==> src/rtl/core/beacon_ssid_count_table_top_assert.svh <==
`ifndef BEACON_SSID_COUNT_TABLE_TOP_ASSERT_SVH
`define BEACON_SSID_COUNT_TABLE_TOP_ASSERT_SVH

// same-cycle implication, checked outside reset
`define BSCT_ASSERT_NOW(lbl, ante, cons, msg) \
  lbl: assert property (@(posedge clk_i) disable iff (!rst_ni) (ante) |-> (cons)) \
    else $error(msg);

// next-cycle implication, checked outside reset
`define BSCT_ASSERT_NEXT(lbl, ante, cons, msg) \
  lbl: assert property (@(posedge clk_i) disable iff (!rst_ni) (ante) |=> (cons)) \
    else $error(msg);

`endif

==> src/rtl/core/bsct_ram.sv <==
module bsct_ram #(
  parameter int unsigned Width = 8,
  parameter int unsigned Depth = 16
) (
  input  logic                                      clk_i,
  input  logic                                      we_i,
  input  logic [(Depth > 1 ? $clog2(Depth) : 1)-1:0] waddr_i,
  input  logic [Width-1:0]                          wdata_i,
  input  logic [(Depth > 1 ? $clog2(Depth) : 1)-1:0] raddr_i,
  output logic [Width-1:0]                          rdata_o
);

  logic [Width-1:0] mem_q [Depth];

  always_ff @(posedge clk_i) begin
    if (we_i) begin
      mem_q[waddr_i] <= wdata_i;
    end
    rdata_o <= mem_q[raddr_i];
  end

endmodule

==> config.mk <==
export PLATFORM = sky130hd
export DESIGN_NAME = bsct_ram
export DESIGN_NICKNAME = d
export VERILOG_FILES = /design/src/rtl/core/beacon_ssid_count_table_top_assert.svh /design/src/rtl/core/bsct_ram.sv
export SDC_FILE = /design/constraint.sdc
export NUM_CORES = 1
export LEC_CHECK = 0
export BUFFER_PORTS_ARGS = -buffer_cell sky130_fd_sc_hd__buf_2
export CAP_MARGIN = 20
export CORE_MARGIN = 4
export CORE_UTILIZATION = 50
export DETAILED_ROUTE_END_ITERATION = 8
export GPL_ROUTABILITY_DRIVEN = 0
export PLACE_DENSITY = 0.71
export SETUP_SLACK_MARGIN = 0.15
export SYNTH_ARGS = -nofsm -noshare
export SYNTH_HDL_FRONTEND = slang
export SYNTH_SLANG_ARGS = --single-unit
==> constraint.sdc <==
create_clock -name clk_i -period 2.2 [get_ports clk_i]
set_input_delay 0.22 -clock clk_i [delete_from_list [all_inputs] [get_ports clk_i]]
set_output_delay 0.22 -clock clk_i [all_outputs]
set_load 0.03 [all_outputs]
# After elaboration in Yosys (flattened, before gate mapping)
# Memory sizes are Yosys's and may differ from the RTL's. A register that Yosys moved wholly into a read port is not among the register bits.
# Cells that the tools add are included.
[word_totals]
reg_bits = 0
ram_bits = 128
in_bits = 18
output_inout_bits = 8
elab_cells = 3
n_memories = 1
[memory_table]
columns = ["memory", "depth", "width", "read_ports", "rd_ports_with_merged_regs", "write_ports", "line", "rtl"]
rows = [
  ["mem_q", 16, 8, 1, 1, 1, "bsct_ram.sv:13", "logic [Width-1:0] mem_q [Depth];"],
]
[classes]
mux = 2
[op_table]
columns = ["op", "n"]
rows = [
  ["1-bit 2-to-1 mux", 2],
]

# Logic depth before layout (Yosys ltp)
# Gate-level depths: netlist (run 1).
[logic_depth]
word_depth = 2
depth_mapped = 5
mapped_depth_nobuf = 3

# Worst setup path after synthesis (run 1)
# No wires, ideal clock.
[synth_timing]
path_kind = "input-to-reg"
startpoint = "input waddr_i[2] (netlist name)"
endpoint = "memory mem_q[0][0], enable pin"
setup_ps = 383
arrival_ps = 1330
required_time_ps = 1817
setup_slack_ps = 487
path_stages = 2
n_path_buf = 0
cell_sequence = "or3b_2 nor3_1"
[synth_rtl]
columns = ["item", "line", "rtl"]
rows = [
  ["start: declaration", "bsct_ram.sv:7", "input logic [(Depth > 1 ? $clog2(Depth) : 1)-1:0] waddr_i,"],
  ["end: declaration", "bsct_ram.sv:13", ""],
]
# Straight into the memory's write port.

==> results of run 1 <==
## registers in the layout, summed over array words and instances (netlist names)
signal / count
mem_q: 128
rdata_o: 8
## through the flow
step	power (mW)	setup slack [ns]	util, %
2_1_floorplan	3.14	0.487	-
3_5_place_dp	3.27	0.525	55.6
6_report	6.11	0.861	61.9
4_1_cts	6.17	0.830	61.9
3_3_place_gp	3.26	0.524	55.6
5_1_grt	6.32	0.786	61.9
## cells in the final DEF (no fill, tap or decap), types with 3 or more instances in the layout
master,synthesis,routed
mux4_1,14,14
buf_2,3,25
nand2_1,9,9
bufinv_16,0,4
clkinv_2,0,4
clkbuf_8,0,3
nor3_1,4,4
mux4_2,18,18
buf_4,1,16
a22oi_1,16,16
clkbuf_16,0,16
nor2_1,13,13
dfxtp_1,8,8
edfxtp_1,128,128
## cell usage after synthesis
library cell | number | area [sq um]
a22oi_1 | 16 | 120
and2_1 | 1 | 6.26
and2b_1 | 1 | 7.51
buf_2 | 3 | 15.0
buf_4 | 1 | 7.51
buf_6 | 3 | 33.8
clkdlybuf4s25_2 | 3 | 30.0
dfxtp_1 | 8 | 160
edfxtp_1 | 128 | 3840
mux4_1 | 14 | 368
mux4_2 | 18 | 405
nand2_1 | 9 | 33.8
nand2b_1 | 2 | 12.5
nand3_1 | 1 | 5.00
nand3b_1 | 2 | 15.0
nor2_1 | 13 | 48.8
nor2b_1 | 1 | 6.26
nor3_1 | 4 | 20.0
or3b_2 | 1 | 8.76
## cell families (layout without fill, tap and decap cells)
group / after synthesis / count (layout) / share of synthesized area, %
DFF: 136 / 136 / 77.8
AOI/OAI and AO/OA: 16 / 16 / 2.33
muxes: 32 / 32 / 15.0
buffers and inverters: 10 / 75 / 1.68
and+or+nand+nor: 35 / 35 / 3.18
## layer usage
metal	vias up	global-route usage, %
met2	75	27.5
li1	1081	-
met3	10	4.64
met4	0	6.41
met5	-	0
met1	1230	26.6
## worst reg2reg max path: cells and delay by family (launching register included)
family | cells | cell delay [ns]
DFF | 1 | 0.37
AOI/OAI and AO/OA | 1 | 0.29
muxes | 1 | 0.49
and+or+nand+nor | 1 | 0.08
## final cells by class
type / count / area share, %
clock buffer: 19 / 7.20
clock inverter: 13 / 2.88
multi-input combinational: 83 / 17.2
sequential: 136 / 65.3
tap: 133 / 2.71
timing repair buffer: 43 / 4.65
## worst paths after layout
kind,end,slack (ns),cells past startpoint
hold reg to reg,rdata_o[2]$_DFF_P_,0.68,3
hold / removal,mem_q[15][3]$_DFFE_PP_,0.1,1
setup reg to reg,rdata_o[1]$_DFF_P_,0.86,3
setup / recovery,rdata_o[1]$_DFF_P_,0.86,3
## report_power, final
| group | total, mW | switching (mW) | internal [mW] | leakage [nW] |
|---|---|---|---|---|
| clock network | 2.89 | 1.00 | 1.89 | 0.301 |
| registers | 2.92 | 0.0182 | 2.90 | 1.22 |
| logic | 0.299 | 0.184 | 0.116 | 0.575 |
| total | 6.11 | 1.21 | 4.90 | 2.10 |
==> qor.txt, run 1 <==
Drt drc = 0
Cells along the critical path = mux4_1, a22oi_1, nand2_1
Pleak = 2.10 nW
Cells after Synth = 229
Crit path largest cell delay = 0.49 ns
Worst Setup SP = mem_q[2][1]$_DFFE_PP_
Hold Crit Class = input port to flop
CTS tree = built
Die Span Y = 109 um
Setup tns final = 0 ns
Met1 WL = 4460 um
Worst-path clk slew = 0.06 ns
Die Wd = 109 um
Total Routing Usage GR = 18.4%
Type of the worst setup path = flop to flop
TritonRoute pass-1 iters = 4
Pwr dens = 996 nW/um^2
Synth Register Bits = 136
Starting Density = 51.9%
First-pass GRT wire length = 15000 um
Post-route cell area = 6130 sq um
Ys Warns = 0
Grt ovf = 0
Core Region = 9910 sq um
Met3 WL = 579 um
Distinct cell type count after synthesis = 19
Placed insts = 395
Top-Level Pins = 26
DR vias = 2396
Initial drt markers = 201
DR top layer = met4
Wire length on met2 = 4690 um
Critical path arrival = 1.74 ns
Rel. slew slack = 53.9%
Final setup violation count = 0
CP max FO = 1
Post-CTS Setup Inserts = 0
Smallest hold slack = 0.0958 ns
# clock sinks = 136
Final Non-Filler Cells = 427
Initial antenna violation count = 0
Syn Area/Cell = 22.5 sq um
Fin. Hold Viols = 0
Final Net Count = 299
Wire per inst = 23.0 um
N_diodes = 0
Sequential-to-total area share from yosys stat = 77.8%
CTS buffer count = 17
CP max-delay cell = mux4_1
Net count after synthesis = 247
Min Tclk post-route = 1.34 ns
Max rail drop VDD = 0.533 mV
Max Buffers Root-to-Sink = 2
DIE AREA = 12000 sq um
CTS-repair resized insts = 0
Post-DP HPWL = 5920 um
Data required, critical path = 2.60 ns
Num rows = 36
Slew @ Worst Pin = 0.690 ns
Syn-to-layout area delta = 19.1%
Average vias per placed instance = 5.61
Seq. cell area = 4000 sq um
Multi-input gate area = 1060 sq um
Skew-Pair Late Insertion Delay = 0.51 ns
Max Clk Rate = 747 MHz
Share of post-route cells with drive strength above 1 = 31.6%
Unrepaired setup endpoints after global routing = false
Largest net degree at the start of global routing = 33
Root buf cell = clkbuf_8
Final ANT Viol Nets = 0
CTS Hold Buffers Added = 0
CP top delay family = multiplexers
Post-place instance area = 5510 sq um
Routed Wire Length = 9840 um
Tcrit/Tclk final = 60.9%
Critical Path End Type = flop
H-tree Lvls = 4
Setup Skew = 0.00798 ns
CP startpoint kind = flop
Vias in the first global route = 2496
Maxcap violations = 0
# fillers = 715
Reg2reg start = mem_q[2][1]$_DFFE_PP_
Buf+Inv Stages, Crit Path = 0
Status = completed
HP Start = wdata_i[3]
Slew Viols, Final = 0
Port Buf Inserts = 25
Cell Area, Synth = 5150 sq um
No activity file was read; power rests on OpenSTA's default activity.
==> run 2, diff against run 1 <==
Settings changed: PLACE_DENSITY 0.71 to 0.74.
Clock period 2.2 ns to 1.08 ns, I/O delays scaled along.
==> run 2 against run 1 <==
  * The run now ends with setup timing left
  * Sequential cell count is the same
  * Maximum frequency is 2.3% higher
  * Largest cell class unchanged
  * Combinational power increased to 2.7 times the previous value
  * Non-clock buffer count increased by 22
  * Routed wire length rose by 4.2%
  * Final area up 8.5%
  * Final cell count is 5.2% higher
  * Via count rose by 5.3%
  * Sequential share of layout area decreased by 5.0 points
  * Highest routed layer unchanged
==> qor.txt, run 2 (same netlist as run 1, synthesis figures left out) <==
Slew @ Worst Pin = 0.894 ns (+0.204 ns)
Crit path largest cell delay = 0.52 ns (+0.03 ns)
H-tree Lvls = 4 (unchanged)
CP startpoint kind = flop
Die Wd = 109 um (unchanged)
Routed Wire Length = 10200 um (+4.2%)
DR vias = 2522 (+5.3%)
Maxcap violations = 0 (unchanged)
N_diodes = 0 (unchanged)
Status = finished with violations
Grt ovf = 0 (unchanged)
TritonRoute pass-1 iters = 4 (unchanged)
Buf+Inv Stages, Crit Path = 0 (unchanged)
CP top delay family = multiplexers
Post-place instance area = 5930 sq um (+7.6%)
Skew-Pair Late Insertion Delay = 0.51 ns (about the same)
Syn-to-layout area delta = 29.2%
Num rows = 36 (unchanged)
Average vias per placed instance = 5.62 (+0.10%)
CP max FO = 1 (unchanged)
Max Buffers Root-to-Sink = 2 (unchanged)
Total Power = 12.1 mW (+98%)
CP max-delay cell = mux4_2
FF-to-FF setup slack = -0.23 ns (-1.09 ns)
Max reg flops = 128 (unchanged)
Final Net Count = 321 (+7.4%)
Total Routing Usage GR = 19.4% (+1.1 points)
Max Clk Rate = 764 MHz (+2.3%)
Die Span Y = 109 um (unchanged)
Critical Path End Type = flop
Tcrit/Tclk final = 121% (+60 points)
Failing checks = setup timing
# clock sinks = 136 (unchanged)
Top reg by flops = mem_q
CTS tree = built
Slew Viols, Final = 0 (unchanged)
Share of post-route cells with drive strength above 1 = 48.7% (+17 points)
Max rail drop VDD = 0.839 mV (+57%)
Smallest hold slack = 0.00719 ns (-0.0886 ns)
Hold Crit Class = input port to flop
First-pass GRT wire length = 16100 um (+7.3%)
Critical path arrival = 1.69 ns (-0.05 ns)
Unrepaired setup endpoints after global routing = true
DIE AREA = 12000 sq um (unchanged)
CTS buffer count = 17 (unchanged)
Data required, critical path = 1.46 ns (-1.14 ns)
Final WS setup = -0.230 ns (-1.09 ns)
Cells along the critical path = mux4_2, a22oi_2, nand2_1
Min Tclk post-route = 1.31 ns (-0.0296 ns)
Drt drc = 0 (unchanged)
Setup Skew = 0.00502 ns (-0.00296 ns)
Core Region = 9910 sq um (unchanged)
Final setup violation count = 12 (+12)
Commonest non-fill, non-tap cell in the layout = edfxtp_1
Port Buf Inserts = 25 (unchanged)
Top-Level Pins = 26 (unchanged)
Root buf cell = clkbuf_8
Pwr dens = 1820 nW/um^2 (+83%)
Starting Density = 51.9% (unchanged)
Most frequent cells in the layout = 128 x edfxtp_1, 32 x mux4_2, 21 x buf_12
Fin. Hold Viols = 0 (unchanged)
Pleak = 2.20 nW (+4.9%)
Final ANT Viol Nets = 0 (unchanged)
Initial drt markers = 213 (+6.0%)
Initial antenna violation count = 0 (unchanged)
Biggest regs = mem_q: 128 flops, rdata_o: 8 flops
Post-route cell area = 6650 sq um (+8.5%)
Post-DP HPWL = 6290 um (+6.3%)
Largest net degree at the start of global routing = 20 (-39%)
Type of the worst setup path = flop to flop
Wire per inst = 22.8 um (-0.94%)
Worst-path clk slew = 0.06 ns (about the same)
Vias in the first global route = 2779 (+11%)
Rel. slew slack = 40.3% (-14 points)
[run 2: cell count changes in the layout (fill, tap and decap cells not counted), sizes merged]
cell	change
clkbuf	-1
bufinv	-3
clkinv	-1
dlygate4sd3	+7
inv	+5
buf	+15
[run 2: per-stage QoR]
stage	setup slack (ns)	std cells	utilization, %	TNS [ns]
3_3_place_gp	-0.438	410	59.9	-20.00
6_report	-0.230	449	67.1	-1.55
4_1_cts	-0.249	449	66.9	-1.89
3_5_place_dp	-0.473	410	59.9	-23.07
2_1_floorplan	-0.131	229	-	-4.22
5_1_grt	-0.261	449	67.1	-2.22
[run 2: repair_timing]
item | CTS | global route
setup endpoints to repair | 16 | 16
resized for setup | 27 | 5
hold endpoints to repair | 112 | 0
gates cloned | 0 | 0
hold buffers | 7 | 0
pin swaps | 1 | 2
setup buffers | 0 | 0
[run 2: final timing paths]
check                         startpoint  cells after the start                    end
setup / recovery   mem_q[3][2]$_DFFE_PP_                      3     rdata_o[2]$_DFF_P_
hold / removal                wdata_i[7]                      1  mem_q[9][7]$_DFFE_PP_
setup reg to reg   mem_q[3][2]$_DFFE_PP_                      3     rdata_o[2]$_DFF_P_
hold reg to reg   mem_q[14][6]$_DFFE_PP_                      3     rdata_o[6]$_DFF_P_
[run 2: power breakdown]
group | switching, mW | internal, mW | leakage, nW
Clock | 2.22 | 3.11 | 0.267
Sequential | 0.0525 | 5.91 | 1.22
Combinational | 0.429 | 0.386 | 0.712
Total | 2.70 | 9.40 | 2.20
[run 2: cell type report]
cell class | count | area (sq um)
clock inverters | 14 | 141
repair buffers | 65 | 756
fillers | 625 | 3260
flip-flops and latches | 136 | 4010
clock buffers | 18 | 418
multi-input cells | 83 | 1160
well taps | 133 | 166
[run 2: metal layers]
layer	global-route usage (%)	wire length [um]
met1	23.9	3830
met2	33.4	5630
met3	4.76	622
met4	7.21	172
met5	0	0
==> run 3, diff against run 2 <==
Settings changed: CORE_MARGIN 4 to default.
==> run 3 against run 2 <==
  * The flow still finishes with violations (setup timing)
  * Clock skew rose by 0.0036 ns
  * Die area down 11%
  * Final cell count unchanged
  * Critical endpoint is now rdata_o[4]$_DFF_P_
  * Critical path type unchanged
  * Largest power group unchanged
==> qor.txt, run 3 (same netlist as run 1, synthesis figures left out) <==
DIE AREA = 10700 sq um (-11%)
Total Routing Usage GR = 21.2% (+1.8 points)
CP max FO = 1 (unchanged)
Pleak = 2.19 nW (-0.44%)
Data required, critical path = 1.47 ns (about the same)
Routed Wire Length = 9860 um (-3.8%)
Worst-path clk slew = 0.06 ns (about the same)
Final Net Count = 321 (unchanged)
Vias in the first global route = 2740 (-1.4%)
# fillers = 604 (-3.4%)
Initial drt markers = 128 (-40%)
Maxcap violations = 0 (unchanged)
Critical Path End Type = flop
Seq. cell area = 4010 sq um (about the same)
Min Tclk post-route = 1.30 ns (-0.00978 ns)
Top reg by flops = mem_q
Die Span Y = 103 um (-5.5%)
Initial antenna violation count = 0 (unchanged)
Drt drc = 0 (unchanged)
Biggest regs = mem_q: 128 flops, rdata_o: 8 flops
Worst reg2reg endpoint = rdata_o[4]$_DFF_P_
Final setup violation count = 11 (-1)
Fin. Hold Viols = 0 (unchanged)
TritonRoute pass-1 iters = 4 (unchanged)
CP startpoint kind = flop
Smallest hold slack = 0.187 ns (+0.180 ns)
Multi-input gate area = 1150 sq um (-0.97%)
HP Start = raddr_i[3]
Post-CTS Setup Inserts = 0 (unchanged)
Slew Viols, Final = 0 (unchanged)
Port Buf Inserts = 25 (unchanged)
Die Wd = 103 um (-5.5%)
Max Buffers Root-to-Sink = 2 (unchanged)
Commonest non-fill, non-tap cell in the layout = edfxtp_1
Failing checks = setup timing
Cells on worst reg2reg path = 3 (unchanged)
DR vias = 2539 (+0.67%)
Top-Level Pins = 26 (unchanged)
H-tree Lvls = 4 (unchanged)
Skew-Pair Late Insertion Delay = 0.52 ns (about the same)
Setup Skew = 0.00861 ns (+0.00359 ns)
Core Region = 9860 sq um (-0.45%)
Syn-to-layout area delta = 28.5%
Num rows = 36 (unchanged)
FF-to-FF setup slack = -0.22 ns (about the same)
Tcrit/Tclk final = 120% (-0.91 points)
Average vias per placed instance = 5.65 (+0.67%)
Grt ovf = 0 (unchanged)
Setup tns final = -1.58 ns (-0.0284 ns)
Pwr dens = 1840 nW/um^2 (+1.4%)
Most frequent cells in the layout = 128 x edfxtp_1, 31 x mux4_2, 18 x buf_12
Max Clk Rate = 769 MHz (+0.75%)
Worst Hold Path EP = rdata_o[3]$_DFF_P_
Largest net degree at the start of global routing = 21 (+5.0%)
Rel. slew slack = 37.2% (-3.1 points)
Root buf cell = clkbuf_8
First-pass GRT wire length = 15000 um (-6.8%)
Final WS setup = -0.220 ns (+0.00978 ns)
# clock sinks = 136 (unchanged)
N_diodes = 0 (unchanged)
Wire per inst = 22.0 um (-3.8%)
Final ANT Viol Nets = 0 (unchanged)
Critical path arrival = 1.69 ns (about the same)
Unrepaired setup endpoints after global routing = true
Share of post-route cells with drive strength above 1 = 46.5% (-2.2 points)
Max reg flops = 128 (unchanged)
Slew @ Worst Pin = 0.940 ns (+0.0459 ns)
CTS tree = built
Status = finished with violations
CTS buffer count = 17 (unchanged)
Post-DP HPWL = 6110 um (-2.8%)
Hold Crit Class = input port to flop
Type of the worst setup path = flop to flop
Starting Density = 52.2% (+0.24 points)
Worst Setup SP = mem_q[0][4]$_DFFE_PP_
Reg2reg start = mem_q[0][4]$_DFFE_PP_
Hold Path Depth = 4 (+3)
Max rail drop VDD = 0.900 mV (+7.4%)
==> run 3: cell count changes in the layout (fill, tap and decap cells not counted), moves of 2 or more <==
cell     previous run  this run
buf_12             21        18
buf_4              12        14
inv_6               5         2
a22oi_2             7         4
a22oi_1             9        12
==> run 3: stage by stage <==
| step | std cells | worst slack, ns | total power, mW | util [%] | area [sq um] |
|---|---|---|---|---|---|
| floorplan | 229 | -0.131 | 6.46 | - | 5250 |
| global placement | 409 | -0.472 | 6.74 | 59.7 | 5890 |
| detailed placement | 409 | -0.473 | 6.76 | 59.7 | 5890 |
| CTS | 449 | -0.260 | 12.3 | 67.0 | 6610 |
| global route | 449 | -0.276 | 12.6 | 67.1 | 6620 |
| finish | 449 | -0.220 | 12.2 | 67.1 | 6620 |
==> run 3: area by class of cell <==
cell class                 instances  share of cell area [%]
sequential                       136                    60.6
multi-input combinational         83                    17.3
timing repair buffer              65                    10.9
clock buffer                      19                    6.37
tap                              133                    2.52
clock inverter                    13                    2.25
==> run 3: worst max-delay path, cell delays in order (launching register included) <==
cell and delay, ns:
edfxtp_1 0.39, mux4_2 0.50, a22oi_2 0.21, nand2_1 0.09
==> run 3: worst max-delay path by stage <==
| stage | endpoint | depth (start not counted) | slack, ns |
|---|---|---|---|
| after floorplan | mem_q[0][0]$_DFFE_PP_ | 2 | -0.13 |
| after global placement | rdata_o[5]$_DFF_P_ | 6 | -0.47 |
| after detailed placement | rdata_o[5]$_DFF_P_ | 6 | -0.47 |
| after CTS | rdata_o[4]$_DFF_P_ | 3 | -0.26 |
| after global routing | rdata_o[4]$_DFF_P_ | 3 | -0.28 |
| final | rdata_o[4]$_DFF_P_ | 3 | -0.22 |
==> run 3: repair_timing <==
item                                   in CTS  in global routing
pin swaps                                   0                  2
setup endpoints to repair                  16                 16
hold buffers                                8                  0
gates resized for setup                    25                  2
endpoints found under the hold margin     128                  0
==> run 3: where the power goes <==
group	total (mW)	switching [mW]	internal, mW
Combinational	0.785	0.417	0.368
Sequential	5.95	0.0463	5.91
Clock	5.46	2.15	3.31
Total	12.2	2.62	9.58
==> run 3: routing by layer <==
layer	part of all wire [%]	vias to the layer above	global-route usage, %	routed length (um)
met5	0	-	0	0
met4	1.9	0	10.8	184
met3	7.4	13	5.38	733
met2	55	96	35.5	5400
met1	36	1321	25.6	3540
li1	-	1109	-	-
