==> config.mk <==
export PLATFORM = sky130hd
export DESIGN_NAME = bsct_div
export DESIGN_NICKNAME = d
export VERILOG_FILES = /design/src/rtl/core/beacon_ssid_count_table_top_assert.svh /design/src/rtl/core/bsct_pkg.sv /design/src/rtl/core/bsct_div.sv
export SDC_FILE = /design/constraint.sdc
export NUM_CORES = 1
export LEC_CHECK = 0
export BUFFER_PORTS_ARGS = -buffer_cell sky130_fd_sc_hd__buf_2
export CORE_MARGIN = 3
export CORE_UTILIZATION = 50
export DETAILED_ROUTE_END_ITERATION = 8
export PLACE_DENSITY = 0.72
export SLEW_MARGIN = 0
export SYNTH_ARGS = -nofsm -noshare
export SYNTH_HDL_FRONTEND = slang
export SYNTH_SLANG_ARGS = --single-unit
export TNS_END_PERCENT = 50
==> constraint.sdc <==
create_clock -name clk_i -period 6.3 [get_ports clk_i]
set_clock_uncertainty 0.15 [all_clocks]
set_input_delay 0.315 -clock clk_i [delete_from_list [all_inputs] [get_ports clk_i]]
set_output_delay 0.315 -clock clk_i [all_outputs]
set_load 0.05 [all_outputs]
==> src/rtl/core/beacon_ssid_count_table_top_assert.svh <==
`ifndef BEACON_SSID_COUNT_TABLE_TOP_ASSERT_SVH
`define BEACON_SSID_COUNT_TABLE_TOP_ASSERT_SVH

// same-cycle implication, checked outside reset
`define BSCT_ASSERT_NOW(lbl, ante, cons, msg) \
  lbl: assert property (@(posedge clk_i) disable iff (!rst_ni) (ante) |-> (cons)) \
    else $error(msg);

// next-cycle implication, checked outside reset
`define BSCT_ASSERT_NEXT(lbl, ante, cons, msg) \
  lbl: assert property (@(posedge clk_i) disable iff (!rst_ni) (ante) |=> (cons)) \
    else $error(msg);

`endif

==> src/rtl/core/bsct_pkg.sv <==
package bsct_pkg;

  typedef enum logic [1:0] {
    OpByte  = 2'd0,
    OpTick  = 2'd1,
    OpFlush = 2'd2,
    OpNone  = 2'd3
  } op_e;

  typedef enum logic [8:0] {
    StIdle   = 9'b000000001,
    StSrch   = 9'b000000010,
    StCmp    = 9'b000000100,
    StPost   = 9'b000001000,
    StRLoad  = 9'b000010000,
    StRStart = 9'b000100000,
    StRWait  = 9'b001000000,
    StROut   = 9'b010000000,
    StREmpty = 9'b100000000
  } state_e;

  localparam logic CfgReportInterval = 1'b0;
  localparam logic CfgSsidOffset     = 1'b1;

  localparam logic [15:0] ReportIntervalRst = 16'd10;
  localparam logic [10:0] SsidOffsetRst     = 11'd56;
  localparam logic [7:0]  BeaconType        = 8'h80;
  localparam logic [7:0]  NameEndMax        = 8'h01;
  localparam int unsigned ShareW            = 14;
  localparam int unsigned ProdW             = 46;
  localparam logic [ShareW-1:0] ShareScale  = 14'd10000;
  localparam int unsigned NameMaxW          = 256;

endpackage

==> src/rtl/core/bsct_div.sv <==
module bsct_div import bsct_pkg::*; (
  input  logic              clk_i,
  input  logic              rst_ni,
  input  logic              start_i,
  input  logic [ProdW-1:0]  dividend_i,
  input  logic [31:0]       divisor_i,
  output logic              done_o,
  output logic [ShareW-1:0] quot_o
);

  localparam int unsigned CntW = $clog2(ShareW);

  logic [31:0]       rem_q, rem_d;
  logic [ShareW-1:0] low_q, low_d;
  logic [CntW-1:0]   cnt_q, cnt_d;
  logic              run_q, run_d;
  logic              done_q, done_d;
  logic [32:0]       trial;
  logic              ge;

  always_comb begin
    trial  = {rem_q, low_q[ShareW-1]};
    ge     = trial >= {1'b0, divisor_i};
    rem_d  = rem_q;
    low_d  = low_q;
    cnt_d  = cnt_q;
    run_d  = run_q;
    done_d = 1'b0;
    if (start_i) begin
      rem_d = dividend_i[ProdW-1:ShareW];
      low_d = dividend_i[ShareW-1:0];
      cnt_d = '0;
      run_d = 1'b1;
    end else if (run_q) begin
      rem_d = ge ? 32'(trial - {1'b0, divisor_i}) : trial[31:0];
      low_d = {low_q[ShareW-2:0], ge};
      cnt_d = cnt_q + 1'b1;
      if (cnt_q == CntW'(ShareW - 1)) begin
        run_d  = 1'b0;
        done_d = 1'b1;
      end
    end
  end

  always_ff @(posedge clk_i or negedge rst_ni) begin
    if (!rst_ni) begin
      rem_q  <= '0;
      low_q  <= '0;
      cnt_q  <= '0;
      run_q  <= 1'b0;
      done_q <= 1'b0;
    end else begin
      rem_q  <= rem_d;
      low_q  <= low_d;
      cnt_q  <= cnt_d;
      run_q  <= run_d;
      done_q <= done_d;
    end
  end

  assign done_o = done_q;
  assign quot_o = low_q;

endmodule

== Yosys cells after proc, flatten, opt, wreduce, memory -nomap -nowiden ==
Index checks and enable logic that the tools add are counted.

* $add $sub $neg: 2
* Magnitude comparators: 1
* Eq/ne operators: 1
* Mux-type cells: 13
* Reductions and logical operators: 1

{| class="wikitable"
|+ Operators by type and width
! kind !! count
|-
| 32-bit 2-to-1 mux || 3
|-
| 33-bit by 32-bit greater-or-equal comparator with 1-bit output || 1
|-
| 32-bit subtractor || 1
|-
| 14-bit 2-to-1 mux || 2
|-
| 4-bit 2-to-1 mux || 2
|-
| 1-bit 2-to-1 mux || 6
|-
| 4-bit by 1-bit adder with 4-bit output, second input constant || 1
|-
| 4-bit equality test, second input constant || 1
|-
| 2-bit nonzero test || 1
|}

* Register bits: 52
* Input bits: 81
* Output and inout bits: 15
* Logic and storage cells: 23

== Logic depth before layout (Yosys ltp) ==
Gate-level depths: netlist (run 1).

* Depth in word-level cells: 4
* Depth in mapped cells: 13
* Gate-level depth less buffers: 11

== Worst setup path after synthesis (run 1) ==
OpenSTA, ideal clock, no wires.

* Path kind: register to register
* Start: register low_q[13], in the netlist quot_o[13]
* End: register rem_q[28]
* Library setup time: 77 ps
* Arrival: 2635 ps
* Data required time: 6073 ps
* Setup slack: 3438 ps
* Stages on the path, launching flop included: 12
* Path buffers: 0
* Clock period less this slack: 2862 ps
* Cells stage by stage: dfrtp_1 inv_1 ha_1 fa_1 nand2b_1 a211oi_1 nor3_1 o2111ai_1 a41oi_1 xnor2_1 nand2_1 a21oi_1

* Cells in the longest elaborated chain, start to end: 4
* Elaborated cells between the ends (all ways): 5
* Those cells by class: add/sub: 1; order compare: 1; mux: 3

{| class="wikitable"
|+ Ends and longest elaborated chain
! item !! line !! source
|-
| from (decl) || bsct_div.sv:14 || <nowiki>logic [ShareW-1:0] low_q, low_d;</nowiki>
|-
| from (signal assigned) || bsct_div.sv:54 || <nowiki>low_q <= low_d;</nowiki>
|-
| 32-bit subtractor / 33-bit by 32-bit greater-or-equal comparator with 1-bit output (equally long branches) || bsct_div.sv:35, bsct_div.sv:23 ||
|-
| 32-bit 2-to-1 mux (*) || bsct_div.sv:35 || <nowiki>rem_d = ge ? 32'(trial - {1'b0, divisor_i}) : trial[31:0];</nowiki>
|-
| 32-bit 2-to-1 mux (*) || bsct_div.sv:34 || <nowiki>end else if (run_q) begin</nowiki>
|-
| 32-bit 2-to-1 mux (*) || bsct_div.sv:29 || <nowiki>if (start_i) begin</nowiki>
|-
| to (signal assigned) || bsct_div.sv:53 || <nowiki>rem_q <= rem_d;</nowiki>
|-
| to (decl) || bsct_div.sv:13 || <nowiki>logic [31:0] rem_q, rem_d;</nowiki>
|}

Mark *: on every way between the ends. The rest lies on a longest branch, timed or not. The select of a mux whose other input is x is not followed.
A chain may end at the register's enable or synchronous reset.

== Worst setup path in the final report (run 1) ==
* Start: register rem_q[17]
* End: register rem_q[31]

* Cells in the longest elaborated chain, start to end: 4
* Elaborated cells between the ends (all ways): 5
* Those cells by class: add/sub: 1; order compare: 1; mux: 3

{| class="wikitable"
|+ Ends and longest elaborated chain
! item !! line
|-
| 32-bit subtractor / 33-bit by 32-bit greater-or-equal comparator with 1-bit output (equally long branches) || bsct_div.sv:35, bsct_div.sv:23
|-
| 32-bit 2-to-1 mux (*) || bsct_div.sv:35
|-
| 32-bit 2-to-1 mux (*) || bsct_div.sv:34
|-
| 32-bit 2-to-1 mux (*) || bsct_div.sv:29
|}

Marks and branches as above.

==> results.yml, run 1 <==
floorplanning:
  dieHeight_um: 103
  row_count: 34
  initial_core_util: 0.526
  dieArea_mm2: 0.0106
  io_pins: 96
  core_area_mm2: 0.00893
  die_x_um: 103
placement:
  port_buffers: 95
  dp_hpwl_um: 9010
  place_congestion: 0.967
  dpl.cell_count: 769
sta:
  period_needed_ns: 3.20
  max_freq_ghz: 0.312
  fin_crit_sh: 0.509
  finalHoldViolations: 0
  slew_headroom: 0.168
  worstMarginPinSlew_ns: 1.25
  setup_viol: 0
  slew_violations: 0
  rsz0062_at_grt: "no"
  fin_tns_setup_ns: 0
yosys:
  yosysWarnings: 0
  synth_edf_count: 0
  syn-cell-area_mm2: 0.00470
  netlist_instances: 593
  synth_top_area_frac: 0.277
  syn_nets: 709
  seq_area_frac_synth: 0.277
  yosys-top-cells-area: "dfrtp_1 28%, ha_1 9.1%, a21oi_1 6.7%"
  synth_cell_types: 60
  synth_flop_cell: "dfrtp_1"
  ys_seq_elements: 52
  synth_area_per_cell_um2: 7.92
  synth_async_sr_flop_share: 1.00
  yosys.area.top_type: "dfrtp_1"
clock_tree:
  hold_buffers: 1
  clock_path_buffers: 2
  clock_sinks: 52
  cts_made_buffers: 5
  postCtsSetupBuffers: 0
  htree_levels: 2
  path_clk_slew_ns: 0.12
  clk_latency_ns: 0.32
  cts_tree: "yes"
  root_buffer: "clkbuf_8"
  cts_resized: 0
final_layout:
  final_common_cell: "buf_2"
  area_growth_pct: 12.6
  fin_cells: 778
  drive_gt1_frac: 0.179
  final_cell_mix: "95 x buf_2, 63 x a21oi_1, 61 x nand2_1"
  nets: 785
  n_antenna_cell: 0
detailed_routing:
  routedWlPerCell_um: 15.6
  ant_nets: 0
  dr.pass1.iters: 5
  vias_per_cell: 5.78
  vias: 4496
  wirelength_um: 12100
  drt_iter0_drc: 209
  drcViolationCount: 0
power_and_ir_drop:
  max-vdd-ir-drop_uv: 239
  leakage_uw: 0.00262
  p_per_area_mw_per_mm2: 438
worst_hold_path:
  min_to: "quot_o[9]"
  hp-start: "dividend_i[9]"
  hold_path.class: "input port to flop"
  hold_path_depth: 3
critical_path:
  rrSetupSlack_ns: 3.10
  r2r-start: "rem_q[17]"
  crit_type: "flop to flop"
  arrival_ns: 3.27
  worst_setup_path_end_kind: "flop"
  cp.required_ns: 6.37
  crit_fanout: 32
  reg2reg_depth: 9
  r2r_end: "rem_q[31]"
  startpoint_type: "flop"
global_route:
  grt_pass1_vias: 4419
  grt_max_degree: 101
  globalRouteOverflowTotal: 0
  grt_usage: 0.235
  antenna_found_initial: 1
  grt_pass1_wl_um: 20400
run_status:
  status: "finished clean"
job:
  cap_violations: 0
-- metrics by stage --
| stage | cell area, um^2 | hold WS [ns] | total power (uW) | setup WS [ns] | utilization |
|---|---|---|---|---|---|
| global route | 5290 | 0.0407 | 2540 | 2.93 | 0.592 |
| floorplan | 4700 | -0.131 | 1810 | 3.44 | - |
| global placement | 5180 | 0.333 | 2050 | 3.22 | 0.580 |
| CTS | 5290 | 0.0343 | 2320 | 3.16 | 0.592 |
| finish | 5290 | 0.0401 | 2320 | 3.10 | 0.592 |
| detailed placement | 5180 | 0.338 | 2080 | 3.13 | 0.580 |
-- worst max path at each step --
| stage | startpoint | endpoint | slack [ns] | depth (start not counted) |
|---|---|---|---|---|
| after floorplan | quot_o[13] | rem_q[28] | 3.44 | 11 |
| after global placement | divisor_i[18] | rem_q[31] | 3.22 | 11 |
| after detailed placement | divisor_i[20] | rem_q[31] | 3.13 | 11 |
| after CTS | rem_q[8] | rem_q[15] | 3.16 | 9 |
| after global routing | rem_q[8] | rem_q[0] | 2.93 | 9 |
| final | rem_q[17] | rem_q[31] | 3.10 | 9 |
-- report_power, final --
group          leakage (uW)  total (uW)  switching [uW]  internal, uW
Clock             0.0000511         223             138          84.5
Combinational       0.00194        1550             924           624
Sequential         0.000628         545            97.8           447
-- synth_stat cells, types with 4 or more instances --
library cell and n:
buf_1 4, o21ai_0 52, mux2i_1 27, inv_1 42
a21oi_1 63, o21bai_1 4, nor2_1 48, nor3b_1 14
nand3_1 7, o21ai_1 4, dfrtp_1 52, nand4_1 10
o31ai_1 8, buf_2 4, clkbuf_1 18, o21a_1 4
a211oi_1 10, xnor2_1 18, ha_1 34, nand2_1 61
a21o_1 9, a31oi_1 12, nor3_1 13, xor2_1 12
nand2b_1 11
-- final cells by class --
class | instances | area (um^2)
Timing Repair Buffer | 99 | 508
Sequential cell | 52 | 1300
Tap cell | 108 | 135
Multi-Input combinational cell | 469 | 3090
Clock inverter | 3 | 28.8
Clock buffer | 5 | 68.8
Inverter | 42 | 158
Fill cell | 900 | 3640
-- registers in the layout, indices dropped and copies added, names as in the netlist --
signal  cells
cnt_q       4
done_o      1
run_q       1
quot_o     14
rem_q      32
-- metal layers --
metal,track usage,vias up,routed length (um)
met5,0,-,13
met4,0.0608,2,247
met3,0.0325,22,568
met2,0.398,122,5620
met1,0.317,2084,5670
li1,-,2266,-
-- cell families after synthesis --
logic type	synth area share
AOI/OAI and AO/OA	0.262
and+or+nand+nor	0.187
buffers and inverters	0.0652
DFF	0.277
adders and majority gates	0.0948
xor gates and xnor gates	0.0559
muxes	0.0575
-- worst max-delay path, cell delays in order, from the launching register on --
cell,delay (ns)
dfrtp_1,0.43
ha_1,0.40
a21oi_2,0.20
o21ai_1,0.11
o21ai_1,0.18
nor4b_1,0.41
o21ai_1,0.28
o21a_4,0.42
and4_1,0.25
a311o_1,0.27
Note: power is estimated with default switching activity, not from simulation.
==> run 2, diff against run 1 <==
==> constraint.sdc (replaced) <==
create_clock -name clk_i -period 3.1 [get_ports clk_i]
set_clock_uncertainty 0.15 [all_clocks]
set_input_delay 0.155 -clock clk_i [delete_from_list [all_inputs] [get_ports clk_i]]
set_output_delay 0.155 -clock clk_i [all_outputs]
set_load 0.05 [all_outputs]
==> run 2 against run 1 <==
Net effect: utilization up 6.2 points; worst setup slack got worse by 3.0 ns; global-route usage increased by 2.2 points; sequential power up 100%; combinational power grew 120%; cell count rose by 6.8%; non-clock buffer count is 52 higher; cell area up 10%; hold slack lost 0.038 ns; routed wire length up 9.6%; critical endpoint is now rem_q[1].
==> results.yml, run 2 (synthesized netlist as in run 1, its figures left out) <==
run_status:
  status: "finished clean"
floorplanning:
  core_area_mm2: 0.00893
  die_x_um: 103
  dieHeight_um: 103
  dieArea_mm2: 0.0106
  row_count: 34
  io_pins: 96
  initial_core_util: 0.526
detailed_routing:
  ant_nets: 0
  drt_iter0_drc: 214
  routedWlPerCell_um: 16.0
  dr.pass1.iters: 5
  drcViolationCount: 0
  wirelength_um: 13300
  vias_per_cell: 5.76
  vias: 4789
power_and_ir_drop:
  pwr-share-seq: 0.221
  p_per_area_mw_per_mm2: 863
  switching_share: 0.492
  p_clk_frac: 0.092
  leakage_uw: 0.00285
  comb_power_share: 0.688
  max-vdd-ir-drop_uv: 403
  power_uw: 5040
  p_int_uw: 2560
  switchingPower_uw: 2480
final_layout:
  nets: 838
  drive_gt1_frac: 0.195
  final_cell_mix: "95 x buf_2, 62 x a21oi_1, 61 x nand2_1"
  post-route-util: 0.654
  final_cell_area_mm2: 0.00585
  fin_cells: 831
  area_growth_pct: 24.4
  final_common_cell: "buf_2"
  top_register: "rem_q"
  n_antenna_cell: 0
  largest_reg_flops: 32
critical_path:
  critPathSlowestCell: "dfrtp_1"
  startpoint_type: "flop"
  crit_type: "flop to flop"
  arrival_ns: 3.03
  cp.required_ns: 3.18
  crit_top_cell: "a211oi_2"
  crit_fanout: 16
  path_cells: "ha_2 > nand4_1 > a211oi_2 > o21ai_1 > a211oi_2 > o211a_4 > o21a_4 > a211oi_1 > a211o_1"
  slowest_delay_ns: 0.42
  reg2reg_depth: 9
  worst_setup_path_end_kind: "flop"
sta:
  slew_violations: 0
  fin_crit_sh: 0.954
  finalHoldViolations: 0
  slew_headroom: 0.417
  period_needed_ns: 2.96
  max_freq_ghz: 0.338
  rsz0062_at_grt: "yes"
  setup_viol: 0
  worstMarginPinSlew_ns: 0.874
  worst_slack_ns: 0.143
clock_tree:
  path_clk_slew_ns: 0.12
  root_buffer: "clkbuf_8"
  htree_levels: 2
  cts_tree: "yes"
  clock_path_buffers: 2
  clock_sinks: 52
  cts_made_buffers: 5
  clk_latency_ns: 0.33
global_route:
  globalRouteOverflowTotal: 0
  grt_pass1_wl_um: 22100
  grt_usage: 0.257
  grt_max_degree: 57
  grt_pass1_vias: 4774
  antenna_found_initial: 0
worst_hold_path:
  hold_path.class: "input port to flop"
  hold_path_depth: 3
placement:
  place_congestion: 0.908
  place_area_mm2: 0.00528
  dpl.cell_count: 780
  dp_hpwl_um: 9490
  pre_cts_ws_ns: 0.000854
  port_buffers: 95
job:
  cap_violations: 0
[run 2: metal layers]
metal / wire length, um / global-route usage / vias up
met4: 269 / 0.0787 / 0
met2: 6510 / 0.451 / 127
li1: - / - / 2392
met5: 0 / 0 / -
met3: 676 / 0.0365 / 23
met1: 5820 / 0.327 / 2247
[run 2: power by group through the flow]
stage	registers, uW	logic, uW	clock network (uW)
after detailed placement	1120	3280	0
after floorplan	1140	2530	0
after global placement	1100	3240	0
final	1110	3470	462
after CTS	1100	3390	469
after global routing	1150	3850	491
[run 2: stage by stage]
| stage | setup TNS, ns | hold slack, ns |
|---|---|---|
| final | 0 | 0.00176 |
| after global routing | -0.00381 | 0.0288 |
| after global placement | 0 | 0.133 |
| after floorplan | 0 | -0.291 |
| after CTS | 0 | 0.00182 |
| after detailed placement | 0 | 0.138 |
[run 2: area by class of cell]
class / count / area, um^2
Clock inverter: 3 / 28.8
Fill cell: 793 / 3090
Timing Repair Buffer: 151 / 1010
Sequential cell: 52 / 1300
Inverter: 42 / 158
Multi-Input combinational cell: 470 / 3140
Tap cell: 108 / 135
Clock buffer: 5 / 68.8
[run 2: final timing paths]
check / startpoint / to / slack [ns]
setup / recovery: rem_q[9] / rem_q[1] / 0.14
max in group asynchronous: rst_ni / rem_q[19] / 1.72
min in group asynchronous: rst_ni / rem_q[6] / 0.30
setup reg to reg: rem_q[9] / rem_q[1] / 0.14
hold / removal: dividend_i[32] / rem_q[18] / 0.002
hold reg to reg: rem_q[26] / rem_q[27] / 0.42
[run 2: critical path, delay by kind of cell, from the launching register on]
kind | cells | cell delay, ns
AND/OR/NAND/NOR | 1 | 0.16
adder cells (fa/ha/maj) | 1 | 0.40
AO/OA/AOI/OAI | 7 | 1.71
flip-flops | 1 | 0.42
[run 2: what timing repair did]
action                     4_1_cts  5_1_grt
gates cloned                     1        0
pin swaps                        0        2
setup endpoints to repair        3       16
hold endpoints to repair        74        0
hold buffers                    41        0
buffers inserted                 0        1
gates resized for setup          0        9
==> run 3, diff against run 2 <==
--- a/config.mk
+++ b/config.mk
@@ -6,10 +6,12 @@
 export NUM_CORES = 1
 export LEC_CHECK = 0
 export BUFFER_PORTS_ARGS = -buffer_cell sky130_fd_sc_hd__buf_2
+export CORE_ASPECT_RATIO = 2
 export CORE_MARGIN = 3
 export CORE_UTILIZATION = 50
 export DETAILED_ROUTE_END_ITERATION = 8
 export PLACE_DENSITY = 0.72
+export SKIP_LAST_GASP = 1
 export SLEW_MARGIN = 0
 export SYNTH_ARGS = -nofsm -noshare
 export SYNTH_HDL_FRONTEND = slang
==> run 3 against run 2 <==
Net effect: critical path depth is the same; combinational power up 2%; largest power group unchanged; first-iteration DRC count is 24% higher; flip-flop and latch count is the same; sequential power about the same; worst setup slack lost 0.025 ns; utilization shrank 1.1 points.
==> results.yml, run 3 (synthesized netlist as in run 1, its figures left out) <==
detailed_routing:
  dr.pass1.iters: 6
  drcViolationCount: 0
  wl_met3_um: 622
  vias: 4859
  met2_length_um: 8240
  top_layer_used: "met4"
  routedWlPerCell_um: 17.8
  vias_per_cell: 5.90
  wirelength_um: 14700
  ant_nets: 0
  drt_iter0_drc: 265
  wl_met1_um: 5160
global_route:
  antenna_found_initial: 0
  grt_max_degree: 79
  globalRouteOverflowTotal: 0
  grt_pass1_wl_um: 23400
  grt_pass1_vias: 5083
  grt_usage: 0.278
run_status:
  status: "finished clean"
final_layout:
  fin_cells: 823
  top_register: "rem_q"
  final_common_cell: "buf_2"
  drive_gt1_frac: 0.191
  final_cell_mix: "95 x buf_2, 63 x a21oi_1, 61 x nand2_1"
  nets: 836
  area_growth_pct: 24.3
  largest_reg_flops: 32
  post-route-util: 0.644
  n_antenna_cell: 0
clock_tree:
  cts_tree: "yes"
  clock_sinks: 52
  clk_latency_ns: 0.30
  clock_path_buffers: 2
  root_buffer: "clkbuf_16"
  cts_resized: 0
  path_clk_slew_ns: 0.08
  htree_levels: 2
  cts_made_buffers: 5
sta:
  fin_tns_setup_ns: 0
  slew_violations: 0
  max_freq_ghz: 0.335
  worstMarginPinSlew_ns: 0.892
  period_needed_ns: 2.98
  finalHoldViolations: 0
  rsz0062_at_grt: "yes"
  slew_headroom: 0.406
  setup_viol: 0
  fin_crit_sh: 0.962
floorplanning:
  io_pins: 96
  row_count: 49
  die_x_um: 74.5
  dieHeight_um: 143
  initial_core_util: 0.518
  core_area_mm2: 0.00907
  dieArea_mm2: 0.0107
critical_path:
  path_depth: 9
  arrival_ns: 3.02
  startpoint_type: "flop"
  path_cells: "ha_1 > a21oi_2 > nor2_1 > o41ai_4 > a211oi_2 > o211a_4 > o21a_2 > and4_1 > a311o_1"
  crit_fanout: 14
  critPathSlowestCell: "dfrtp_1"
  crit_type: "flop to flop"
  slowest_delay_ns: 0.39
  path_delay_family: "compound AO/OA/AOI/OAI gates"
  worst_setup_path_end_kind: "flop"
  path_buf_inv: 0
  reg2reg_depth: 9
  cp.required_ns: 3.14
placement:
  dp_hpwl_um: 10800
  port_buffers: 95
  place_congestion: 0.933
  dpl.cell_count: 776
worst_hold_path:
  hold_path_depth: 3
  hold_path.class: "input port to flop"
power_and_ir_drop:
  max-vdd-ir-drop_uv: 512
  leakage_uw: 0.00289
  p_per_area_mw_per_mm2: 914
job:
  cap_violations: 0
-- run 3: cell count changes in the layout (fill, tap and decap cells not counted), moves of 3 or more --
cell,before,now
dlygate4sd3_1,41,34
buf_4,14,19
clkbuf_16,0,5
clkbuf_8,5,0
ha_1,30,34
ha_2,3,0
-- run 3: worst paths after layout --
check | startpoint | endpoint | slack, ns
max in group asynchronous | rst_ni | rem_q[17] | 1.68
worst max register to register | rem_q[7] | rem_q[31] | 0.12
worst min register to register | rem_q[26] | rem_q[27] | 0.41
min in group asynchronous | rst_ni | quot_o[10] | 0.36
worst min-delay path | dividend_i[34] | rem_q[20] | 0.007
worst max-delay path | rem_q[7] | rem_q[31] | 0.12
-- run 3: timing repair --
item | in CTS | in global routing
buffers inserted | 0 | 4
setup endpoints to repair | 0 | 21
hold buffers | 34 | 0
hold endpoints to repair | 69 | 0
-- run 3: tightest hold or removal path: cells and delay by family --
kind / cells / cell delay (ns)
AOI/OAI and AO/OA: 2 / 0.18
buffers and inverters: 1 / 0.08
-- run 3: stage by stage --
step                      instance area [um^2]  setup WS (ns)  power [uW]  hold WS [ns]
after floorplan                           4700          0.238        3670        -0.291
after global placement                    5270          0.151        4440         0.150
after detailed placement                  5270          0.102        4470         0.170
after CTS                                 5790         0.0468        5200       0.00693
after global routing                      5840        -0.0891        5770        0.0106
final                                     5840          0.118        5340       0.00709
-- run 3: layout make-up --
type / count / area, um^2
Sequential cell: 52 / 1300
Tap cell: 102 / 128
Fill cell: 823 / 3230
Clock buffer: 5 / 125
Inverter: 42 / 158
Multi-Input combinational cell: 470 / 3100
Clock inverter: 3 / 50.0
Timing Repair Buffer: 149 / 978
-- run 3: per-layer routing --
layer,vias to the layer above,GRT usage
li1,2380,-
met1,2275,0.282
met2,155,0.529
met3,49,0.0352
met4,0,0.139
met5,-,0
-- run 3: power breakdown --
part	switching, uW	leakage (uW)	internal [uW]
clock	287	0.0000863	391
combinational	2050	0.00217	1510
sequential	200	0.000628	910
total	2530	0.00289	2810
